--- config.mk ---
export PLATFORM = sky130hd
export DESIGN_NAME = met_queue
export DESIGN_NICKNAME = d
export VERILOG_FILES = /design/src/hdl/met_pkg.sv /design/src/hdl/met_queue.sv
export SDC_FILE = /design/constraint.sdc
export NUM_CORES = 1
export LEC_CHECK = 0
export ABC_AREA = 1
export BUFFER_PORTS_ARGS = -buffer_cell sky130_fd_sc_hd__buf_2
export CAP_MARGIN = 20
export CORE_MARGIN = 5
export CORE_UTILIZATION = 38
export CTS_CLUSTER_DIAMETER = 100
export CTS_CLUSTER_SIZE = 40
export DETAILED_ROUTE_END_ITERATION = 16
export GPL_TIMING_DRIVEN = 0
export SYNTH_ARGS = -nofsm -noshare
export SYNTH_HDL_FRONTEND = slang
export SYNTH_SLANG_ARGS = --single-unit
--- constraint.sdc ---
create_clock -name aclk -period 6.3 [get_ports aclk]
set_input_delay 0 -clock aclk [delete_from_list [all_inputs] [get_ports aclk]]
set_output_delay 0 -clock aclk [all_outputs]
set_load 0.005 [all_outputs]
--- src/hdl/met_pkg.sv ---
// ----------------------------------------------------------------------------
// met_pkg
// shared types, register codes, reset values, saturation and palette
// ----------------------------------------------------------------------------
package met_pkg;

    // configuration register indexes
    localparam logic [2:0] REG_MAX_ITERATIONS = 3'd0;
    localparam logic [2:0] REG_ORIGIN_REAL    = 3'd1;
    localparam logic [2:0] REG_ORIGIN_IMAG    = 3'd2;
    localparam logic [2:0] REG_STEP_REAL      = 3'd3;
    localparam logic [2:0] REG_STEP_IMAG      = 3'd4;

    // register reset values
    localparam logic [15:0]        RST_MAX_ITERATIONS = 16'd500;
    localparam logic signed [31:0] RST_ORIGIN_REAL    = 32'shE000_0000;
    localparam logic signed [31:0] RST_ORIGIN_IMAG    = 32'sh1000_0000;
    localparam logic [30:0]        RST_STEP_REAL      = 31'd786432;
    localparam logic [30:0]        RST_STEP_IMAG      = 31'd699051;

    // point in the complex plane, signed fixed point
    typedef struct packed {
        logic signed [31:0] re;
        logic signed [31:0] im;
    } coord_t;

    // iteration engine states
    typedef enum logic [1:0] {
        ENG_IDLE,
        ENG_MULT,
        ENG_STEP,
        ENG_DONE
    } eng_state_t;

    // clamp a wide signed value to the 32-bit signed range
    function automatic logic signed [31:0] sat_coord(input logic signed [63:0] v);
        logic signed [31:0] r;
        if ((&v[63:31]) || !(|v[63:31])) begin
            r = v[31:0];
        end else if (v[63]) begin
            r = 32'sh8000_0000;
        end else begin
            r = 32'sh7FFF_FFFF;
        end
        return r;
    endfunction

    // 16-entry color table, {red, green, blue}
    function automatic logic [23:0] palette_rgb(input logic [3:0] idx);
        logic [23:0] rgb;
        unique case (idx)
            4'd0:    rgb = 24'h421E0F;
            4'd1:    rgb = 24'h19071A;
            4'd2:    rgb = 24'h09012F;
            4'd3:    rgb = 24'h040449;
            4'd4:    rgb = 24'h000764;
            4'd5:    rgb = 24'h0C2C8A;
            4'd6:    rgb = 24'h1852B1;
            4'd7:    rgb = 24'h397DD1;
            4'd8:    rgb = 24'h86B5E5;
            4'd9:    rgb = 24'hD3ECF8;
            4'd10:   rgb = 24'hF1E9BF;
            4'd11:   rgb = 24'hF8C95F;
            4'd12:   rgb = 24'hFFAA00;
            4'd13:   rgb = 24'hCC8000;
            4'd14:   rgb = 24'h995700;
            default: rgb = 24'h6A3403;
        endcase
        return rgb;
    endfunction

endpackage

--- src/hdl/met_queue.sv ---
// ----------------------------------------------------------------------------
// met_queue
// small fifo of points between the front end and the iteration engine
// ----------------------------------------------------------------------------
module met_queue #(
    parameter int DEPTH = 2
) (
    input  logic            aclk,
    input  logic            aresetn,
    input  logic            wr_en,
    output logic            wr_ready,
    input  met_pkg::coord_t wr_data,
    input  logic            rd_en,
    output logic            rd_valid,
    output met_pkg::coord_t rd_data
);

    localparam int AW = $clog2(DEPTH);
    localparam int CW = $clog2(DEPTH + 1);

    met_pkg::coord_t mem_reg [DEPTH];
    logic [AW-1:0]   wr_ptr_reg;
    logic [AW-1:0]   rd_ptr_reg;
    logic [CW-1:0]   count_reg;

    assign wr_ready = count_reg != CW'(DEPTH);
    assign rd_valid = count_reg != '0;
    assign rd_data  = mem_reg[rd_ptr_reg];

    always_ff @(posedge aclk) begin
        if (wr_en) begin
            mem_reg[wr_ptr_reg] <= wr_data;
        end
    end

    always_ff @(posedge aclk) begin
        if (!aresetn) begin
            wr_ptr_reg <= '0;
            rd_ptr_reg <= '0;
            count_reg  <= '0;
        end else begin
            if (wr_en) begin
                wr_ptr_reg <= (wr_ptr_reg == AW'(DEPTH - 1)) ? '0 : wr_ptr_reg + 1'b1;
            end
            if (rd_en) begin
                rd_ptr_reg <= (rd_ptr_reg == AW'(DEPTH - 1)) ? '0 : rd_ptr_reg + 1'b1;
            end
            if (wr_en && !rd_en) begin
                count_reg <= count_reg + 1'b1;
            end else if (rd_en && !wr_en) begin
                count_reg <= count_reg - 1'b1;
            end
        end
    end

endmodule

==> flow_metrics.py <==
metrics = {
    "logic_synthesis": {
        "synth_top_area_cell": "edfxtp_1",
        "ys_seq_area_frac": 0.7660,
        "netlist_instances": 234,
        "syn_avg_cell_area_um2": 22.00,
        "synth_top_area_frac": 0.7465,
        "postSynthNetCount": 303,
        "synth_seq_cells": 133,
        "syn_area_um2": 5149,
        "yosysWarnings": 0,
        "synth_area_leaders": "edfxtp_1, mux2_4, buf_12",
        "yosysUniqueCellTypes": 14,
    },
    "layout": {
        "area_delta_synth_final_pct": 42.79,
        "n_fill_cell": 1083,
        "nNetsFinal": 524,
        "layout_common_cells": "buf_2, edfxtp_1, dlygate4sd3_1, mux2_4, clkbuf_16",
        "largest_register_ffs": 128,
        "diodes": 0,
        "final_cells": 644,
        "drive_gt1_frac": 0.4979,
        "final_common_cell": "buf_2",
    },
    "critical_path": {
        "path_max_fanout": 64,
        "arrival_ns": 1.59,
        "timing.rr.end": "mem_reg[1][1]",
        "cp-end-kind": "register",
        "rr_worst_depth": 2,
        "path_class": "reg -> reg",
        "endpoint": "mem_reg[1][1]",
        "crit_path_start_kind": "register",
        "crit_required_ns": 6.33,
        "ff2ff_setup_slack_ns": 4.74,
        "startpoint": "wr_ptr_reg",
        "worstReg2RegStart": "wr_ptr_reg",
    },
    "clock_network": {
        "clk_latency_ns": 0.40,
        "h-tree-depth": 4,
        "numCtsBuffers": 17,
        "cts_root_buf": "clkbuf_16",
        "clock_path_buffers": 2,
        "path_clk_slew_ns": 0.05,
        "clock_sinks": 133,
        "cts_tree": "done",
    },
    "placement": {
        "dp_cells": 545,
        "pre_cts_ws_ns": 4.695,
        "dpl.hpwl_um": 5909,
        "gp_congestion": 0.7370,
        "numPortBuffers": 133,
    },
    "sta": {
        "tns_ns": 0,
        "rsz0062_at_grt": "no",
        "setup_violations": 0,
        "fmax_ghz": 0.6411,
        "setup_ws_ns": 4.740,
        "hold_viol_final": 0,
        "slew_viol_final": 0,
        "min_period_over_period": 0.2476,
        "period_minus_slack_ns": 1.560,
        "skew_ns": 0.003437,
        "relSlewSlack": 0.4401,
        "worst_pin_slew_ns": 0.8399,
    },
    "detailed_routing": {
        "drt-initial-drc-count": 72,
        "drt-wirelength-per-cell_um": 14.48,
        "wl_um": 9325,
        "drc_errors": 0,
        "vias": 2768,
        "vias_per_cell": 4.298,
        "dr.pass1.iters": 4,
        "antenna_left": 0,
    },
    "floorplanning": {
        "io_pins": 134,
        "initial_core_util": 0.3888,
        "die_area_um2": 15980,
        "die_h_um": 126.4,
        "die_width_um": 126.4,
        "placementRows": 42,
        "core_region_area_um2": 13240,
    },
    "global_routing": {
        "grt_pass1_wl_um": 14930,
        "gr-total-overflow": 0,
        "grt_pass1_vias": 3025,
        "grt_max_degree": 65,
        "antenna_found_initial": 0,
        "grt_use_total": 0.1214,
    },
    "hold_path": {
        "hold_path_class": "in -> reg",
    },
    "pwr": {
        "power_w": 0.002258,
        "cellPowerDensity_nw_per_um2": 307.1,
        "p_leak_nw": 2.967,
        "vdd_ir_drop_max_v": 0.0002016,
    },
    "outcome": {
        "outcome": "finished clean",
    },
    "flow_run": {
        "max-cap-violations": 0,
    },
}
## what timing repair did
action,4_1_cts,5_1_grt
buffers inserted,0,0
hold endpoints to repair,133,0
resized for setup,0,0
hold buffers,67,0
## how the worst min path moves through the flow
stage                     slack (ns)  cells past startpoint        endpoint         from
after floorplan                  0.1                      0   mem_reg[0][0]   wr_data[0]
after global placement          0.19                      1  mem_reg[1][50]  wr_data[50]
after detailed placement        0.19                      1  mem_reg[1][48]  wr_data[48]
after CTS                       0.29                      2  mem_reg[1][46]  wr_data[46]
after global routing            0.30                      2  mem_reg[1][57]  wr_data[57]
final                           0.31                      2  mem_reg[0][34]  wr_data[34]
## per-layer routing
metal | GRT usage | wire, um
met1 | 0.1360 | 3779
met2 | 0.2061 | 4806
met3 | 0.04414 | 571
met4 | 0.05678 | 168
met5 | 0 | 0
## logic make-up (layout without fill, tap and decap cells)
group,after synthesis,after routing,synth area share
fa+ha+maj,1,1,0.002430
flops,133,133,0.7660
mux,64,64,0.1837
buf+inv,15,249,0.03135
simple gates,19,19,0.01458
compound gates,2,2,0.001942
## synthesized netlist by cell type
library cell  count
nand2_1          10
dfxtp_1           5
nand3_1           1
inv_1             8
ha_1              1
o21ai_0           1
edfxtp_1        128
mux2_2            4
nand4_1           1
buf_6             1
buf_12            6
nor2_1            7
mux2_4           60
a21oi_1           1
## metrics by stage
stage | util | instance area, um^2 | hold WS [ns]
3_5_place_dp | 0.4595 | 6085 | 0.1911
5_1_grt | 0.5552 | 7352 | 0.2964
4_1_cts | 0.5552 | 7352 | 0.2894
2_1_floorplan | - | 5149 | 0.09887
6_report | 0.5552 | 7352 | 0.3116
3_3_place_gp | 0.4557 | 6035 | 0.1873
## final cells by class
cell class / count / area [um^2] / area share
plain buffers: 7 / 131.4 / 0.01787
well taps: 176 / 220.2 / 0.02995
flip-flops and latches: 133 / 3944 / 0.5364
repair buffers: 202 / 1376 / 0.1872
clock inverters: 12 / 160.2 / 0.02178
inverters: 8 / 32.53 / 0.004425
clock buffers: 20 / 436.7 / 0.05939
multi-input cells: 86 / 1051 / 0.1430
## critical path: stages (launching register included)
cell	delay, ns
dfxtp_1	0.39
nand2_1	0.13
inv_4	0.64
## power by group
group / total [W] / internal [W] / switching (W)
combinational: 0.000236 / 0.000142 / 0.0000947
clock: 0.000986 / 0.000654 / 0.000332
sequential: 0.00104 / 0.00102 / 0.0000115
total: 0.00226 / 0.00182 / 0.000438
Power figures use the tool's default switching activity.
