### config.mk
export PLATFORM = sky130hd
export DESIGN_NAME = met_front
export DESIGN_NICKNAME = d
export VERILOG_FILES = /design/src/hdl/met_pkg.sv /design/src/hdl/met_front.sv
export SDC_FILE = /design/constraint.sdc
export NUM_CORES = 2
export LEC_CHECK = 0
export ABC_AREA = 1
export BUFFER_PORTS_ARGS = -buffer_cell sky130_fd_sc_hd__buf_2
export CAP_MARGIN = 5
export CORE_ASPECT_RATIO = 0.9
export CORE_MARGIN = 10
export CORE_UTILIZATION = 45
export CTS_CLUSTER_SIZE = 30
export DETAILED_ROUTE_END_ITERATION = 10
export HOLD_SLACK_MARGIN = 0.06
export PLACE_DENSITY = 0.67
export SLEW_MARGIN = 15
export SYNTH_ARGS = -nofsm -noshare
export SYNTH_HDL_FRONTEND = slang
export SYNTH_SLANG_ARGS = --single-unit
export TNS_END_PERCENT = 5
### constraint.sdc
create_clock -name aclk -period 6.5 [get_ports aclk]
set_input_delay 0.325 -clock aclk [delete_from_list [all_inputs] [get_ports aclk]]
set_output_delay 0.325 -clock aclk [all_outputs]
set_load 0.01 [all_outputs]
### src/hdl/met_pkg.sv
// ----------------------------------------------------------------------------
// met_pkg
// shared types, register codes, reset values, saturation and palette
// ----------------------------------------------------------------------------
package met_pkg;

    // configuration register indexes
    localparam logic [2:0] REG_MAX_ITERATIONS = 3'd0;
    localparam logic [2:0] REG_ORIGIN_REAL    = 3'd1;
    localparam logic [2:0] REG_ORIGIN_IMAG    = 3'd2;
    localparam logic [2:0] REG_STEP_REAL      = 3'd3;
    localparam logic [2:0] REG_STEP_IMAG      = 3'd4;

    // register reset values
    localparam logic [15:0]        RST_MAX_ITERATIONS = 16'd500;
    localparam logic signed [31:0] RST_ORIGIN_REAL    = 32'shE000_0000;
    localparam logic signed [31:0] RST_ORIGIN_IMAG    = 32'sh1000_0000;
    localparam logic [30:0]        RST_STEP_REAL      = 31'd786432;
    localparam logic [30:0]        RST_STEP_IMAG      = 31'd699051;

    // point in the complex plane, signed fixed point
    typedef struct packed {
        logic signed [31:0] re;
        logic signed [31:0] im;
    } coord_t;

    // iteration engine states
    typedef enum logic [1:0] {
        ENG_IDLE,
        ENG_MULT,
        ENG_STEP,
        ENG_DONE
    } eng_state_t;

    // clamp a wide signed value to the 32-bit signed range
    function automatic logic signed [31:0] sat_coord(input logic signed [63:0] v);
        logic signed [31:0] r;
        if ((&v[63:31]) || !(|v[63:31])) begin
            r = v[31:0];
        end else if (v[63]) begin
            r = 32'sh8000_0000;
        end else begin
            r = 32'sh7FFF_FFFF;
        end
        return r;
    endfunction

    // 16-entry color table, {red, green, blue}
    function automatic logic [23:0] palette_rgb(input logic [3:0] idx);
        logic [23:0] rgb;
        unique case (idx)
            4'd0:    rgb = 24'h421E0F;
            4'd1:    rgb = 24'h19071A;
            4'd2:    rgb = 24'h09012F;
            4'd3:    rgb = 24'h040449;
            4'd4:    rgb = 24'h000764;
            4'd5:    rgb = 24'h0C2C8A;
            4'd6:    rgb = 24'h1852B1;
            4'd7:    rgb = 24'h397DD1;
            4'd8:    rgb = 24'h86B5E5;
            4'd9:    rgb = 24'hD3ECF8;
            4'd10:   rgb = 24'hF1E9BF;
            4'd11:   rgb = 24'hF8C95F;
            4'd12:   rgb = 24'hFFAA00;
            4'd13:   rgb = 24'hCC8000;
            4'd14:   rgb = 24'h995700;
            default: rgb = 24'h6A3403;
        endcase
        return rgb;
    endfunction

endpackage

### src/hdl/met_front.sv
// ----------------------------------------------------------------------------
// met_front
// accepts pixel transactions and maps (column, row) to a point c
// ----------------------------------------------------------------------------
module met_front (
    input  logic                  aclk,
    input  logic                  aresetn,
    input  logic                  s_valid,
    output logic                  s_ready,
    input  logic [9:0]            s_pixel_col,
    input  logic [9:0]            s_pixel_row,
    input  logic signed [31:0]    origin_real,
    input  logic signed [31:0]    origin_imag,
    input  logic [30:0]           step_real,
    input  logic [30:0]           step_imag,
    output logic                  q_push,
    input  logic                  q_ready,
    output met_pkg::coord_t       q_data
);

    logic        v1_reg;
    logic [40:0] col_prod_reg;
    logic [40:0] row_prod_reg;
    logic [40:0] col_prod;
    logic [40:0] row_prod;
    logic        accept;
    logic signed [63:0] re_sum;
    logic signed [63:0] im_sum;

    // stage one: offsets from the origin
    assign col_prod = {31'd0, s_pixel_col} * {10'd0, step_real};
    assign row_prod = {31'd0, s_pixel_row} * {10'd0, step_imag};

    assign s_ready = !v1_reg || q_ready;
    assign accept  = s_valid && s_ready;

    always_ff @(posedge aclk) begin
        if (!aresetn) begin
            v1_reg <= 1'b0;
        end else if (s_ready) begin
            v1_reg <= s_valid;
        end
    end

    always_ff @(posedge aclk) begin
        if (accept) begin
            col_prod_reg <= col_prod;
            row_prod_reg <= row_prod;
        end
    end

    // stage two: add the column offset to and subtract the row offset from the origin, clamp, hand to the queue
    assign re_sum = {{32{origin_real[31]}}, origin_real} + {23'd0, col_prod_reg};
    assign im_sum = {{32{origin_imag[31]}}, origin_imag} - {23'd0, row_prod_reg};

    assign q_push    = v1_reg && q_ready;
    assign q_data.re = met_pkg::sat_coord(re_sum);
    assign q_data.im = met_pkg::sat_coord(im_sum);

endmodule

==> flow_summary.yaml <==
die:
  core.rowCount: 90
  die_area_mm2: 0.07865
  chipWidth_um: 294.5
  die_h_um: 267.1
  io-pin-count: 216
  core-area_mm2: 0.06711
  start_util_pct: 45.47
setup_path:
  cp-start-kind: "input pin"
  endpoint_kind: "register"
  critPathTopFamily: "adder cells"
  critPathMaxStageDelay_ns: 0.57
  cp_cell_sequence: "buf_2 -> buf_4 -> nand2_1 -> fa_1 -> inv_1 -> fa_1 -> fa_1 -> fa_1 -> inv_1 -> fa_1 -> inv_1 -> ha_1 -> nand2_1 -> nor2_1 -> inv_1 -> nor3_1 -> inv_1 -> nor4_1 -> a21oi_1 -> o21bai_1 -> nand2_1 -> nand2_1 -> xor2_1"
  cp.arrival_ns: 5.94
  crit_type: "input pin to register"
  cp_max_fo: 18
  worst_path_max_delay_cell: "fa_1"
  crit_required_ns: 6.68
  crit_buf_inv: 7
synthesis:
  syn_area_mm2: 0.03052
  post_synth_inst_count: 4463
  ys.flop_type: "edfxtp_1"
  async_flop_share_pct: 0
  ys_ff_latch: 83
  yosys_warnings: 0
  yosysSeqAreaShare_pct: 8.134
  synth_nets: 5311
  synth_edf_count: 82
  synth_area_per_cell_um2: 6.838
  synth_cell_type_count: 47
power_and_ir_drop:
  vdd_drop_max_mv: 0.3393
  power.density_mw_per_mm2: 547.2
  finalPower_mw: 17.81
  p_leak_nw: 19.82
route:
  routed_wl_mm: 85.16
  met1_length_mm: 41.94
  vias: 26870
  drc: 0
  drtAntennaViolNets: 0
  drt_iter0_markers: 2055
  routedWlPerCell_um: 15.61
  dr.pass1.iters: 5
  highest_layer: "met5"
  routed_via_density: 4.927
  dr_wl_met2_mm: 36.24
  route.met3.wl_mm: 5.728
cts:
  postCtsSetupRepairBufs: 0
  clkLatencyLatePin_ns: 0.36
  clk_pin_slew_ns: 0.07
  clk_path_buf_depth: 2
  clkSinkCount: 83
  cts_max_level: 3
  root_buffer: "clkbuf_16"
  hold_buffers: 0
  cts_inserted_buffers: 9
  cts-resized-gates: 0
  cts_tree: "yes"
timing:
  rsz0062_at_grt: "false"
  tightest_slew_ns: 0.7071
  finalCriticalPeriod_ns: 5.758
  skew_ns: 0.01116
  setup_viol: 0
  fin_setup_tns_ns: 0
  post-route-period-util_pct: 88.59
  slew_violations: 0
  fmax_mhz: 173.7
  slew_headroom_pct: 52.86
  hold_violations: 0
status:
  run_status: "finished clean"
global_routing:
  grt_use_total_pct: 21.95
  grt_pass1_vias: 26510
  grt-ovfl-total: 0
  antenna_found_initial: 18
  grt_pass1_wl_mm: 140.9
  grt_max_degree: 43
cells_and_area:
  area_delta_synth_final_pct: 6.621
  final_cell_mix: "nand2_1 (1460), inv_1 (1148), fa_1 (462), nor2_1 (253), ha_1 (236)"
  stdcell_count: 5454
  finalNetCount: 5417
  fin_util_pct: 48.48
  mostFrequentLayoutCell: "nand2_1"
  drive_gt1_share_pct: 7.586
placement:
  dp.cells: 5432
  io_buffer_count: 215
  dpl.hpwl_mm: 74.73
  gp_congestion: 0.9633
run:
  max_cap_viol_count: 0
min_path:
  hold_class: "input pin to register"
logic make-up (layout without fill, tap and decap cells):
logic type | count (synthesis) | in the layout | synth area share (%)
AO/OA/AOI/OAI | 305 | 305 | 5.662
other | 0 | 6 | 0
buffers and inverters | 1288 | 1399 | 16.17
XOR/XNOR | 136 | 136 | 3.903
adder cells (fa/ha/maj) | 698 | 698 | 39.98
AND/OR/NAND/NOR | 1953 | 1953 | 26.14
flip-flops | 83 | 83 | 8.134
metal layers:
| metal | vias to the layer above | global-route usage [%] |
|---|---|---|
| li1 | 13270 | - |
| met1 | 12670 | 33.25 |
| met2 | 835 | 33.30 |
| met3 | 81 | 2.674 |
| met4 | 22 | 3.887 |
| met5 | - | 0 |
cell type report:
cell class	instances	area, um2
antenna	6	15.01
clock buffer	9	225.2
clock inverter	7	98.84
fill	6919	34580
inverter	1154	4332
multi-input combinational	3092	23110
sequential	83	2482
tap	874	1094
timing repair buffer	229	1181
synth_stat cells (2+ instances only):
cell	number	area share, %
nand2_1	1460	18
inv_1	1148	14
fa_1	462	30
nor2_1	253	3.1
ha_1	236	9.7
a21oi_1	152	2.5
clkbuf_1	121	1.5
nand3_1	96	1.6
xor2_1	91	2.6
edfxtp_1	82	8.1
o21ai_0	63	1.0
xnor2_1	45	1.3
nand2_2	39	0.80
a31oi_1	28	0.57
nor2_2	24	0.49
o21bai_1	21	0.52
nand3_2	20	0.66
nand4_1	18	0.37
o21a_1	15	0.37
nor3_1	14	0.23
buf_6	9	0.33
a21o_1	8	0.20
o221ai_1	5	0.14
and2_1	4	0.082
and3_1	4	0.082
clkinv_1	4	0.049
nand3b_4	4	0.26
nor2_4	4	0.15
nor4_1	4	0.082
buf_8	3	0.15
o21ai_1	3	0.049
a21boi_0	2	0.049
a221oi_1	2	0.057
inv_2	2	0.025
nand2_4	2	0.074
nor3_2	2	0.066
o221a_2	2	0.074
or2_0	2	0.041
power breakdown:
group          total, mW  internal (mW)  switching, mW
sequential          1.54           1.42          0.123
combinational       15.7           5.41           10.3
clock              0.564          0.339          0.225
per-stage QoR:
stage                     cell area [um2]  hold WS [ns]  setup WS, ns
after global routing                32540        0.2264        0.3690
after detailed placement            32200        0.5646        0.3822
after floorplan                     30520        0.4788         1.280
final                               32540        0.2159        0.7415
after CTS                           32520        0.2035        0.7612
after global placement              32200        0.5486        0.4789
final timing paths:
kind | end | startpoint | slack [ns] | cells past startpoint
min | v1_reg | aresetn | 0.22 | 2
max reg2reg | col_prod_reg[26] | v1_reg | 4.58 | 3
max | col_prod_reg[33] | s_pixel_col[1] | 0.74 | 23
min reg2reg | v1_reg | v1_reg | 0.57 | 2
Power figures use the tool's default switching activity.
